### src/rtl/core/madu_pkg.sv
// Package for the multiply, accumulate and divide unit.
// Holds the shared constants, command and status types and the divide cost function.
// It depends on nothing else.
package madu_pkg;

	localparam int unsigned DIV_STEPS = 32;
	localparam int unsigned CNT_W = $clog2(DIV_STEPS);

	localparam logic [8:0] MUL_BASE_CYCLES = 9'd44;
	localparam logic [8:0] MUL_MODE_EXTRA = 9'd10;
	localparam logic [8:0] DIV_BASE_CYCLES = 9'd176;
	localparam logic [8:0] DIV_PER_ZERO = 9'd14;
	localparam logic [31:0] ALL_ONES32 = 32'hFFFF_FFFF;

	localparam logic REG_SIGN_MODE = 1'b0;
	localparam logic REG_ACCUMULATE_MODE = 1'b1;

	localparam logic FUNC_MUL = 1'b0;
	localparam logic FUNC_DIV = 1'b1;

	typedef struct packed {
		logic load;
		logic mul_step;
		logic neg_step;
		logic div_step;
		logic commit;
	} cmd_t;

	typedef struct packed {
		logic div_last;
	} status_t;

	// Cost of a divide: a base plus a fixed amount per leading zero of the divisor.
	function automatic logic [8:0] div_cycles(input logic [15:0] dvs);
		logic [4:0] lz;
		logic found;
		lz = 5'd0;
		found = 1'b0;
		for (int i = 15; i >= 0; i--) begin
			if (dvs[i]) begin
				found = 1'b1;
			end else if (!found) begin
				lz = lz + 5'd1;
			end
		end
		return DIV_BASE_CYCLES + 9'(DIV_PER_ZERO * {4'd0, lz});
	endfunction

endpackage

### src/rtl/core/multiply_accumulate_divide_unit.sv
// Multiply, accumulate and divide unit: top level joining controller and datapath.
// A multiply steps through accept, multiply and negate; a divide through accept and 32 divider steps; both then commit.
// One word is in progress at a time: a new word is accepted only once the previous one has committed.
// A new word is taken while the previous result still waits in the output register.
// Reset (arst_n, asynchronous) clears the modes, accumulator, math flag, controller state and out_valid.
// Depends on madu_pkg, madu_ctrl and madu_dp.
module multiply_accumulate_divide_unit (
	input  logic        clk,
	input  logic        arst_n,
	input  logic        cfg_write,
	input  logic        cfg_index,
	input  logic        cfg_data,
	input  logic        in_valid,
	output logic        in_ready,
	input  logic        func,
	input  logic [15:0] mul_left,
	input  logic [15:0] mul_right,
	input  logic        left_negative,
	input  logic        right_negative,
	input  logic [31:0] dividend,
	input  logic [15:0] divisor,
	output logic        out_valid,
	input  logic        out_ready,
	output logic [31:0] main_result,
	output logic [15:0] remainder,
	output logic [31:0] accumulator_value,
	output logic        carry_flag,
	output logic        math_flag,
	output logic [8:0]  busy_cycles
);

	madu_pkg::cmd_t cmd;
	madu_pkg::status_t status;

	madu_ctrl u_ctrl (
		.clk       (clk),
		.arst_n    (arst_n),
		.in_valid  (in_valid),
		.in_ready  (in_ready),
		.func      (func),
		.out_valid (out_valid),
		.out_ready (out_ready),
		.status    (status),
		.cmd       (cmd)
	);

	madu_dp u_dp (
		.clk               (clk),
		.arst_n            (arst_n),
		.cfg_write         (cfg_write),
		.cfg_index         (cfg_index),
		.cfg_data          (cfg_data),
		.cmd               (cmd),
		.status            (status),
		.func              (func),
		.mul_left          (mul_left),
		.mul_right         (mul_right),
		.left_negative     (left_negative),
		.right_negative    (right_negative),
		.dividend          (dividend),
		.divisor           (divisor),
		.main_result       (main_result),
		.remainder         (remainder),
		.accumulator_value (accumulator_value),
		.carry_flag        (carry_flag),
		.math_flag         (math_flag),
		.busy_cycles       (busy_cycles)
	);

endmodule

### src/rtl/core/madu_ctrl.sv
// Controller state machine of the multiply, accumulate and divide unit.
// Sequences the datapath through commands and owns both handshakes.
// Depends on madu_pkg.
module madu_ctrl (
	input  logic               clk,
	input  logic               arst_n,
	input  logic               in_valid,
	output logic               in_ready,
	input  logic               func,
	output logic               out_valid,
	input  logic               out_ready,
	input  madu_pkg::status_t  status,
	output madu_pkg::cmd_t     cmd
);

	typedef enum logic [4:0] {
		S_IDLE = 5'b00001,
		S_MUL  = 5'b00010,
		S_NEG  = 5'b00100,
		S_DIV  = 5'b01000,
		S_DONE = 5'b10000
	} state_t;

	state_t state_q;
	state_t state_d;
	logic out_valid_q;
	logic slot_free;

	assign slot_free = !out_valid_q || out_ready;
	assign in_ready = (state_q == S_IDLE);
	assign out_valid = out_valid_q;

	always_comb begin
		state_d = state_q;
		cmd = '0;
		case (state_q)
			S_IDLE: begin
				if (in_valid) begin
					cmd.load = 1'b1;
					state_d = (func == madu_pkg::FUNC_DIV) ? S_DIV : S_MUL;
				end
			end
			S_MUL: begin
				cmd.mul_step = 1'b1;
				state_d = S_NEG;
			end
			S_NEG: begin
				cmd.neg_step = 1'b1;
				state_d = S_DONE;
			end
			S_DIV: begin
				cmd.div_step = 1'b1;
				if (status.div_last) begin
					state_d = S_DONE;
				end
			end
			S_DONE: begin
				if (slot_free) begin
					cmd.commit = 1'b1;
					state_d = S_IDLE;
				end
			end
			default: begin
				state_d = S_IDLE;
			end
		endcase
	end

	always_ff @(posedge clk or negedge arst_n) begin
		if (!arst_n) begin
			state_q <= S_IDLE;
			out_valid_q <= 1'b0;
		end else begin
			state_q <= state_d;
			if (cmd.commit) begin
				out_valid_q <= 1'b1;
			end else if (out_ready) begin
				out_valid_q <= 1'b0;
			end
		end
	end

endmodule

### src/rtl/core/madu_dp.sv
// Datapath of the multiply, accumulate and divide unit.
// Holds the mode registers, multiplier, radix-2 divider, accumulator and result word.
// Depends on madu_pkg.
module madu_dp (
	input  logic               clk,
	input  logic               arst_n,
	input  logic               cfg_write,
	input  logic               cfg_index,
	input  logic               cfg_data,
	input  madu_pkg::cmd_t     cmd,
	output madu_pkg::status_t  status,
	input  logic               func,
	input  logic [15:0]        mul_left,
	input  logic [15:0]        mul_right,
	input  logic               left_negative,
	input  logic               right_negative,
	input  logic [31:0]        dividend,
	input  logic [15:0]        divisor,
	output logic [31:0]        main_result,
	output logic [15:0]        remainder,
	output logic [31:0]        accumulator_value,
	output logic               carry_flag,
	output logic               math_flag,
	output logic [8:0]         busy_cycles
);

	logic sign_mode_q;
	logic accumulate_mode_q;
	logic [31:0] acc_q;
	logic math_q;

	logic func_q;
	logic [15:0] left_q;
	logic [15:0] right_q;
	logic neg_q;
	logic [15:0] dvs_q;
	logic [31:0] work_q;
	logic [15:0] rem_q;
	logic carry_q;
	logic [madu_pkg::CNT_W-1:0] cnt_q;

	logic [31:0] main_q;
	logic [15:0] rem_out_q;
	logic [31:0] acc_out_q;
	logic carry_out_q;
	logic [8:0] cycles_q;

	logic [16:0] shifted;
	logic [16:0] diff;
	logic [32:0] sum;

	logic [31:0] new_main;
	logic [15:0] new_rem;
	logic [31:0] new_acc;
	logic new_carry;
	logic new_math;
	logic [8:0] new_cycles;

	assign status.div_last = (cnt_q == madu_pkg::CNT_W'(madu_pkg::DIV_STEPS - 1));

	assign shifted = {rem_q, work_q[31]};
	assign diff = shifted - {1'b0, dvs_q};
	assign sum = {1'b0, acc_q} + {1'b0, work_q};

	always_comb begin
		new_main = work_q;
		new_rem = 16'd0;
		new_acc = acc_q;
		new_carry = carry_q;
		new_math = math_q;
		new_cycles = madu_pkg::MUL_BASE_CYCLES;
		if (func_q == madu_pkg::FUNC_MUL) begin
			if (accumulate_mode_q) begin
				new_acc = sum[31:0];
				new_carry = sum[32];
				new_math = sum[32];
			end
			if (sign_mode_q || accumulate_mode_q) begin
				new_cycles = madu_pkg::MUL_BASE_CYCLES + madu_pkg::MUL_MODE_EXTRA;
			end
		end else begin
			new_cycles = madu_pkg::div_cycles(dvs_q);
			if (dvs_q == 16'd0) begin
				new_main = madu_pkg::ALL_ONES32;
				new_carry = 1'b1;
				new_math = 1'b1;
				new_acc = 32'd0;
			end else begin
				new_rem = rem_q;
				new_carry = (rem_q != 16'd0);
				new_math = 1'b0;
				new_acc = {16'd0, rem_q};
			end
		end
	end

	always_ff @(posedge clk or negedge arst_n) begin
		if (!arst_n) begin
			sign_mode_q <= 1'b0;
			accumulate_mode_q <= 1'b0;
			acc_q <= 32'd0;
			math_q <= 1'b0;
		end else begin
			if (cfg_write && cfg_index == madu_pkg::REG_SIGN_MODE) begin
				sign_mode_q <= cfg_data;
			end
			if (cfg_write && cfg_index == madu_pkg::REG_ACCUMULATE_MODE) begin
				accumulate_mode_q <= cfg_data;
			end
			if (cmd.commit) begin
				acc_q <= new_acc;
				math_q <= new_math;
			end
		end
	end

	always_ff @(posedge clk) begin
		if (cmd.load) begin
			func_q <= func;
			left_q <= mul_left;
			right_q <= mul_right;
			neg_q <= left_negative ^ right_negative;
			dvs_q <= divisor;
			work_q <= dividend;
			rem_q <= 16'd0;
			carry_q <= 1'b0;
			cnt_q <= '0;
		end
		if (cmd.mul_step) begin
			work_q <= {16'd0, left_q} * {16'd0, right_q};
		end
		if (cmd.neg_step && sign_mode_q && neg_q) begin
			work_q <= ~work_q + 32'd1;
			carry_q <= (work_q != 32'd0);
		end
		if (cmd.div_step) begin
			cnt_q <= cnt_q + madu_pkg::CNT_W'(1);
			if (!diff[16]) begin
				rem_q <= diff[15:0];
				work_q <= {work_q[30:0], 1'b1};
			end else begin
				rem_q <= shifted[15:0];
				work_q <= {work_q[30:0], 1'b0};
			end
		end
		if (cmd.commit) begin
			main_q <= new_main;
			rem_out_q <= new_rem;
			acc_out_q <= new_acc;
			carry_out_q <= new_carry;
			cycles_q <= new_cycles;
		end
	end

	// The math flag port follows the live flag, which only changes on commit.
	assign main_result = main_q;
	assign remainder = rem_out_q;
	assign accumulator_value = acc_out_q;
	assign carry_flag = carry_out_q;
	assign math_flag = math_q;
	assign busy_cycles = cycles_q;

endmodule

### config.mk
export PLATFORM = sky130hd
export DESIGN_NAME = multiply_accumulate_divide_unit
export DESIGN_NICKNAME = d
export VERILOG_FILES = /design/src/rtl/core/madu_pkg.sv /design/src/rtl/core/multiply_accumulate_divide_unit.sv /design/src/rtl/core/madu_ctrl.sv /design/src/rtl/core/madu_dp.sv
export SDC_FILE = /design/constraint.sdc
export NUM_CORES = 1
export LEC_CHECK = 0
export ABC_AREA = 1
export BUFFER_PORTS_ARGS = -buffer_cell sky130_fd_sc_hd__buf_4
export CAP_MARGIN = 25
export CORE_MARGIN = 1.5
export CORE_UTILIZATION = 60
export DETAILED_ROUTE_END_ITERATION = 8
export PLACE_DENSITY = 0.8
export SKIP_LAST_GASP = 1
export SLEW_MARGIN = 10
export SYNTH_ARGS = -nofsm -noshare
export SYNTH_HDL_FRONTEND = slang
export SYNTH_SLANG_ARGS = --single-unit
### constraint.sdc
create_clock -name clk -period 10.7 [get_ports clk]
set_clock_uncertainty 0.05 [all_clocks]
set_input_delay 1.605 -clock clk [delete_from_list [all_inputs] [get_ports clk]]
set_output_delay 1.605 -clock clk [all_outputs]
set_load 0.03 [all_outputs]
* Yosys cells after proc, flatten, opt, wreduce, memory -nomap -nowiden *
Cells that the tools add are included.

storage, ports and cells
  input bits = 90
  word-level logic and storage cells = 189
  output and inout port bits = 93
  register bits = 235

cells by class
  muxes and demuxes = 116
  add/sub/neg operators = 20
  multipliers = 2
  bitwise logic cells = 4
  eq/ne operators = 9
  reduce and logical (&&, ||, !) cells = 18

operators with widths
  operator                                         count
  2-to-1 mux 5 bit                                 52
  2-to-1 mux 32 bit                                8
  adder 5 x 1 -> 5 bit, second input constant      16
  2-to-1 mux 16 bit                                4
  2-to-1 mux 1 bit                                 49
  adder 32 x 32 -> 33 bit                          1
  adder 32 x 1 -> 32 bit, second input constant    1
  multiplier 16 x 16 -> 32 bit                     1
  NOT 32 bit                                       1
  nonzero test 32 bit                              1
  one-hot mux 5 bit (5 select lines)               1
  subtractor 17 x 16 -> 17 bit                     1
  logical NOT 16 bit                               1
  nonzero test 16 bit                              1
  == test 5 bit, second input constant             2
  adder 8 x 9 -> 9 bit, first input constant       1
  2-to-1 mux 9 bit                                 1
  multiplier 3 x 5 -> 8 bit, first input constant  1
  nonzero test 2 bit                               4
  == test 5 x 1 -> 1 bit, second input constant    1
  == test 5 x 2 -> 1 bit, second input constant    1
  == test 5 x 3 -> 1 bit, second input constant    1
  == test 5 x 4 -> 1 bit, second input constant    1
  logical AND 1 bit                                4
  11 further kinds                                 14

* Logic depth before layout (Yosys ltp) *
  word-level depth = 65
  mapped depth = 64
  gate-level depth less buffers = 64

* Cells and area by module *
From an unflattened synthesis, not the netlist that was laid out.

unflattened totals
  cell total of the unflattened synthesis = 2,659
  area, all modules = 22,389.0 sq um

modules (own cells, without submodules)
  module     cells an instance  area an instance (sq um)  times used
  madu_dp    2,607              22,008.6                  1
  madu_ctrl  52                 380.4                     1

* Worst setup path before layout *
No wires, ideal clock.

  path type = register -> register
  start = register u_dp.dvs_q[15]
  end = register u_dp.cycles_q[8], in the netlist u_dp.busy_cycles[8], data pin
  path slack = 1.303 ns
  data required time = 10.395 ns
  library setup time = 0.255 ns
  clock period less this slack = 9.397 ns
  arrival = 9.092 ns
  buffers on the path = 0
  cell stages (with the launch flop) = 58
  path through = edfxtp_1 nor2_4 ha_1 nand2_1 nand2_1 ha_1 nor2_1 nor2_1 ha_1 inv_1 a21oi_1 o21a_1 ha_1 inv_1 o21ai_0 ha_1 nand2_1 nand2_1 [... 22 more ...] o21ai_0 ha_1 nand2_1 o311ai_2 ha_1 or2_2 o21ai_0 fa_1 inv_1 ha_1 fa_1 a21oi_1 nor2_1 nor2_1 xor2_1 nand3_1 nand2_1 nor2_1

between the ends
  longest elaborated chain between the ends = 65
  elaborated cells between the ends (all ways) = 95

RTL lines
  item                           RTL line        RTL
  start: declaration             madu_dp.sv:36   logic [15:0] dvs_q;
  start signal: assignment       madu_dp.sv:123  dvs_q <= divisor;
  2-to-1 mux 1 bit               madu_pkg.sv:40  if (dvs[i]) begin
  2-to-1 mux 5 bit               madu_dp.sv:72   if (func_q == madu_pkg::FUNC_MUL) begin
  adder 5 x 1 -> 5 bit           madu_pkg.sv:43  lz = lz + 5'd1;
  2-to-1 mux 5 bit               madu_pkg.sv:42  end else if (!found) begin
  2-to-1 mux 5 bit               madu_pkg.sv:40
  2-to-1 mux 5 bit               madu_dp.sv:72
  adder 5 x 1 -> 5 bit           madu_pkg.sv:43
  2-to-1 mux 5 bit               madu_pkg.sv:42
  [... 49 more ...]              --
  2-to-1 mux 5 bit               madu_dp.sv:72
  adder 5 x 1 -> 5 bit           madu_pkg.sv:43
  2-to-1 mux 5 bit               madu_pkg.sv:42
  2-to-1 mux 5 bit (*)           madu_pkg.sv:40
  2-to-1 mux 5 bit (*)           madu_dp.sv:72
  multiplier 3 x 5 -> 8 bit (*)  madu_pkg.sv:46  return DIV_BASE_CYCLES + 9'(DIV_PER_ZERO * {4'd0, lz});
  adder 8 x 9 -> 9 bit (*)       madu_pkg.sv:46
  2-to-1 mux 9 bit (*)           madu_dp.sv:72
  end signal: assignment         madu_dp.sv:151  cycles_q <= new_cycles;
  end: declaration               madu_dp.sv:46   logic [8:0] cycles_q;

Mark *: on every way between the ends. The rest lies on a longest branch, timed or not. The select of a mux whose other input is x is not followed.
A chain may end at the register's enable or synchronous reset.

* Final worst setup path *
  start = register u_dp.dvs_q[15]
  end = register u_dp.cycles_q[7], in the netlist u_dp.busy_cycles[7], data pin

Same word-level chain as after synthesis.

==> impl_summary.txt <==
----------------------------------------------------
[Floorplan]
  Core area ... 36900 um^2
  Effective utilization at floorplan ... 61.4%
  Chip width ... 197 um
  Standard-cell rows ... 70
  Die area ... 38900 um^2
  I/O pin count ... 183
  Die Y ... 197 um

[Timing]
  Unrepaired setup endpoints after global routing ... no
  Final Max Slew Viols ... 0
  Max Freq ... 100 MHz
  Min Clock Period, post-route ... 9.96 ns
  Worst relative slew slack ... 36.0%
  Worst-Margin Slew ... 0.957 ns
  Final setup TNS ... 0 ns
  Final setup violating endpoints ... 0
  Post-route clock period utilization ... 93.1%
  Number of hold violations in the final report ... 0

[Detailed routing]
  Number of DRC markers in iteration 0 ... 1583
  Final routed wirelength across all metal layers ... 58400 um
  Average wire per standard cell ... 17.5 um
  Via count ... 18700
  TritonRoute pass-1 iters ... 6
  DRC errors left ... 0
  DR vias/cell ... 5.59
  Remaining antenna violation count ... 0

[Synth]
  Register area share after synthesis ... 30.2%
  Largest cells by area after synthesis ... sky130_fd_sc_hd__edfxtp_1 26%, sky130_fd_sc_hd__fa_1 18%, sky130_fd_sc_hd__ha_1 9.8%
  Area fraction of the dominant cell type after synthesis ... 25.6%
  Netlist area before placement ... 22600 um^2
  Count of distinct cell types in the synthesized netlist ... 61
  Yosys reg bits ... 234
  Total nets after synthesis ... 3169
  Synth Instances ... 2701
  Largest area contributor in the synthesized netlist ... sky130_fd_sc_hd__edfxtp_1
  Post-Synthesis Mean Instance Area ... 8.38 um^2
  Yosys Warn Count ... 0

[Placement]
  Gpl congestion ... 0.964
  Cell area reported after detailed placement ... 24300 um^2
  HPWL after detailed placement ... 45300 um
  Port bufs ... 181

[Clock tree]
  Clock tree from TritonCTS ... done
  Number of buffers inserted by hold repair at cts ... 0
  Clock sink total ... 234
  CTS Buffer Depth ... 3
  H-tree depth ... 1
  Clock transition time at the flip-flop clock pins of the worst setup and hold paths ... 0.06 ns
  Clk Latency, worst-skew pair ... 0.57 ns
  CTS buffer count ... 27
  CTS root buffer ... sky130_fd_sc_hd__clkbuf_16

[Critical path]
  Slowest CP cell ... sky130_fd_sc_hd__fa_1
  Worst setup path category ... reg2reg
  Startpoint type of the worst setup path ... flip-flop
  Launch point of the worst path ... u_dp.dvs_q[15]$_DFFE_PP_
  Data arrival at the endpoint of the critical path ... 10.23 ns
  Crit. End Element ... flip-flop
  Worst Path Required ... 10.97 ns
  Delay of the slowest cell on the worst path ... 0.54 ns
  Cell repeated most along the worst path ... sky130_fd_sc_hd__nand2_1
  Worst R2R Start ... u_dp.dvs_q[15]$_DFFE_PP_
  Largest fanout on the critical path ... 5

[Worst hold path]
  Start point of the worst hold path ... u_dp.acc_q[6]$_DFFE_PN0P_
  Hold WC Path Type ... reg2reg

[Finish]
  Fill cell instance count of the final layout ... 2856
  Final design area excluding fillers ... 25400 um^2
  Layout cells sized above 1 ... 11.8%
  Layout overhead on the synthesized area ... 12.0%
  Final Net Count ... 3288
  Total area of multi-input combinational cells ... 13300 um^2
  Sequential cell area ... 6820 um^2

[Global route]
  Via count of the first global-routing pass ... 18700
  Number of antenna violations at the first check in global routing ... 1
  Overflow left after global routing ... 0
  Total track usage ... 30.4%
  Pin count of the biggest net entering global routing ... 66
  First-pass GRT wire length ... 93400 um

[Outcome]
  Status ... finished clean

[Job]
  Count of maximum capacitance violations ... 0

----------------------------------------------------
[critical path: cells and delay by family (launching register included)]
kind                     cells  cell delay (ns)
flip-flops                   1             0.47
adder cells (fa/ha/maj)     17             5.20
AND/OR/NAND/NOR             22             1.82
XOR/XNOR                     2             0.42
buffers and inverters        5             0.35
AO/OA/AOI/OAI               11             1.40
[synthesized netlist by cell type, drive strengths merged]
cell type and number:
nor2 154, buf 6, xnor2 14, o32ai 1
nand2 596, a41oi 1, o21a 5, a211oi 4
o21bai 25, nand4 28, o21ai 165, xor2 37
o211a 1, inv 568, nor4 12, o31ai 2
o22ai 27, a22oi 8, o211ai 14, nand3 75
fa 201, a21oi 152, conb 1, a31o 1
a32o 1, clkbuf 99, nor3 18, or2 11
nand3b 4, o221ai 11, o311ai 2, edfxtp 193
a221o 2, dfrtp 40, a21boi 5, a2111oi 1
a221oi 3, ha 177, a31oi 28, dfstp 1
a21o 2, clkinv 3, nor3b 2
[sequential cells by signal, indices dropped and copies added (netlist names), 5 cells and up]
name                    flops
u_dp.right_q               16
u_dp.acc_q                 32
u_dp.left_q                16
u_dp.rem_q                 16
u_dp.work_q                32
u_ctrl.state_q              5
u_dp.main_result           32
u_dp.remainder             16
u_dp.busy_cycles            8
u_dp.cnt_q                  5
u_dp.accumulator_value     32
u_dp.dvs_q                 16
[layer usage]
layer	vias up	wire length, um	track usage (%)	share of wire (%)
met5	-	0	0	0
met4	0	2440	12.3	4.2
met3	161	5370	5.48	9.2
met2	861	26300	48.6	45
met1	8809	24400	41.1	42
li1	8881	-	-	-
[layout make-up]
class	count	share of cell area, %
Multi-Input combinational cell	1791	52.6
Tap cell	504	2.49
Timing Repair Buffer	195	5.88
Sequential cell	234	26.9
Inverter	571	8.45
Clock buffer	35	2.86
Clock inverter	15	0.804
Antenna cell	1	0.00987
[cells by family after synthesis]
kind of cell,share of synthesized area [%]
AOI/OAI and AO/OA,11.7
xor gates and xnor gates,2.01
adders and majority gates,27.6
buffers and inverters,11.3
DFF,30.2
other,0.0166
and+or+nand+nor,17.3
[what timing repair did]
item                                    4_1_cts  5_1_grt
setup buffers                                 0        3
endpoints found under the setup margin        0        4
gates resized for setup                       0       17
[stage by stage]
step	cells	util [%]	hold slack (ns)	worst slack, ns
final	3346	68.8	0.486	0.739
after global routing	3346	68.8	0.517	0.0329
after CTS	3341	68.5	0.482	0.450
after detailed placement	3291	66.0	0.463	0.464
after global placement	3290	65.9	0.429	0.833
after floorplan	2701	-	0.425	1.30
[final timing paths]
| path | depth (start not counted) | to | slack, ns |
|---|---|---|---|
| max | 57 | u_dp.busy_cycles[7]$_SDFFCE_PN0P_ | 0.74 |
| min | 2 | u_dp.acc_q[6]$_DFFE_PN0P_ | 0.49 |
| max reg2reg | 57 | u_dp.busy_cycles[7]$_SDFFCE_PN0P_ | 0.74 |
| min reg2reg | 2 | u_dp.acc_q[6]$_DFFE_PN0P_ | 0.49 |
| max in group asynchronous | 1 | u_dp.acc_q[10]$_DFFE_PN0P_ | 9.19 |
| min in group asynchronous | 1 | u_dp.acc_q[23]$_DFFE_PN0P_ | 0.98 |
[layout by cell type (no fill, tap or decap), drive strengths merged, types with 3 or more instances in the layout]
cell type,n
xor2,37
edfxtp,193
or2,11
dfrtp,40
o211ai,14
o22ai,27
nor2,154
nor4,12
o221ai,11
xnor2,14
o21a,5
a211oi,4
ha,177
a31oi,28
a21boi,5
nand2,596
o21bai,25
nor3,18
o21ai,165
buf,195
nand3b,4
nand3,75
a221oi,3
bufinv,4
clkinv,9
nand4,28
clkbuf,35
clkinvlp,3
a22oi,8
a21oi,152
inv,570
fa,201
Power is left out: the tool's default activity adds up to more than one toggle a clock period on the data nets, which glitch-free logic cannot reach.
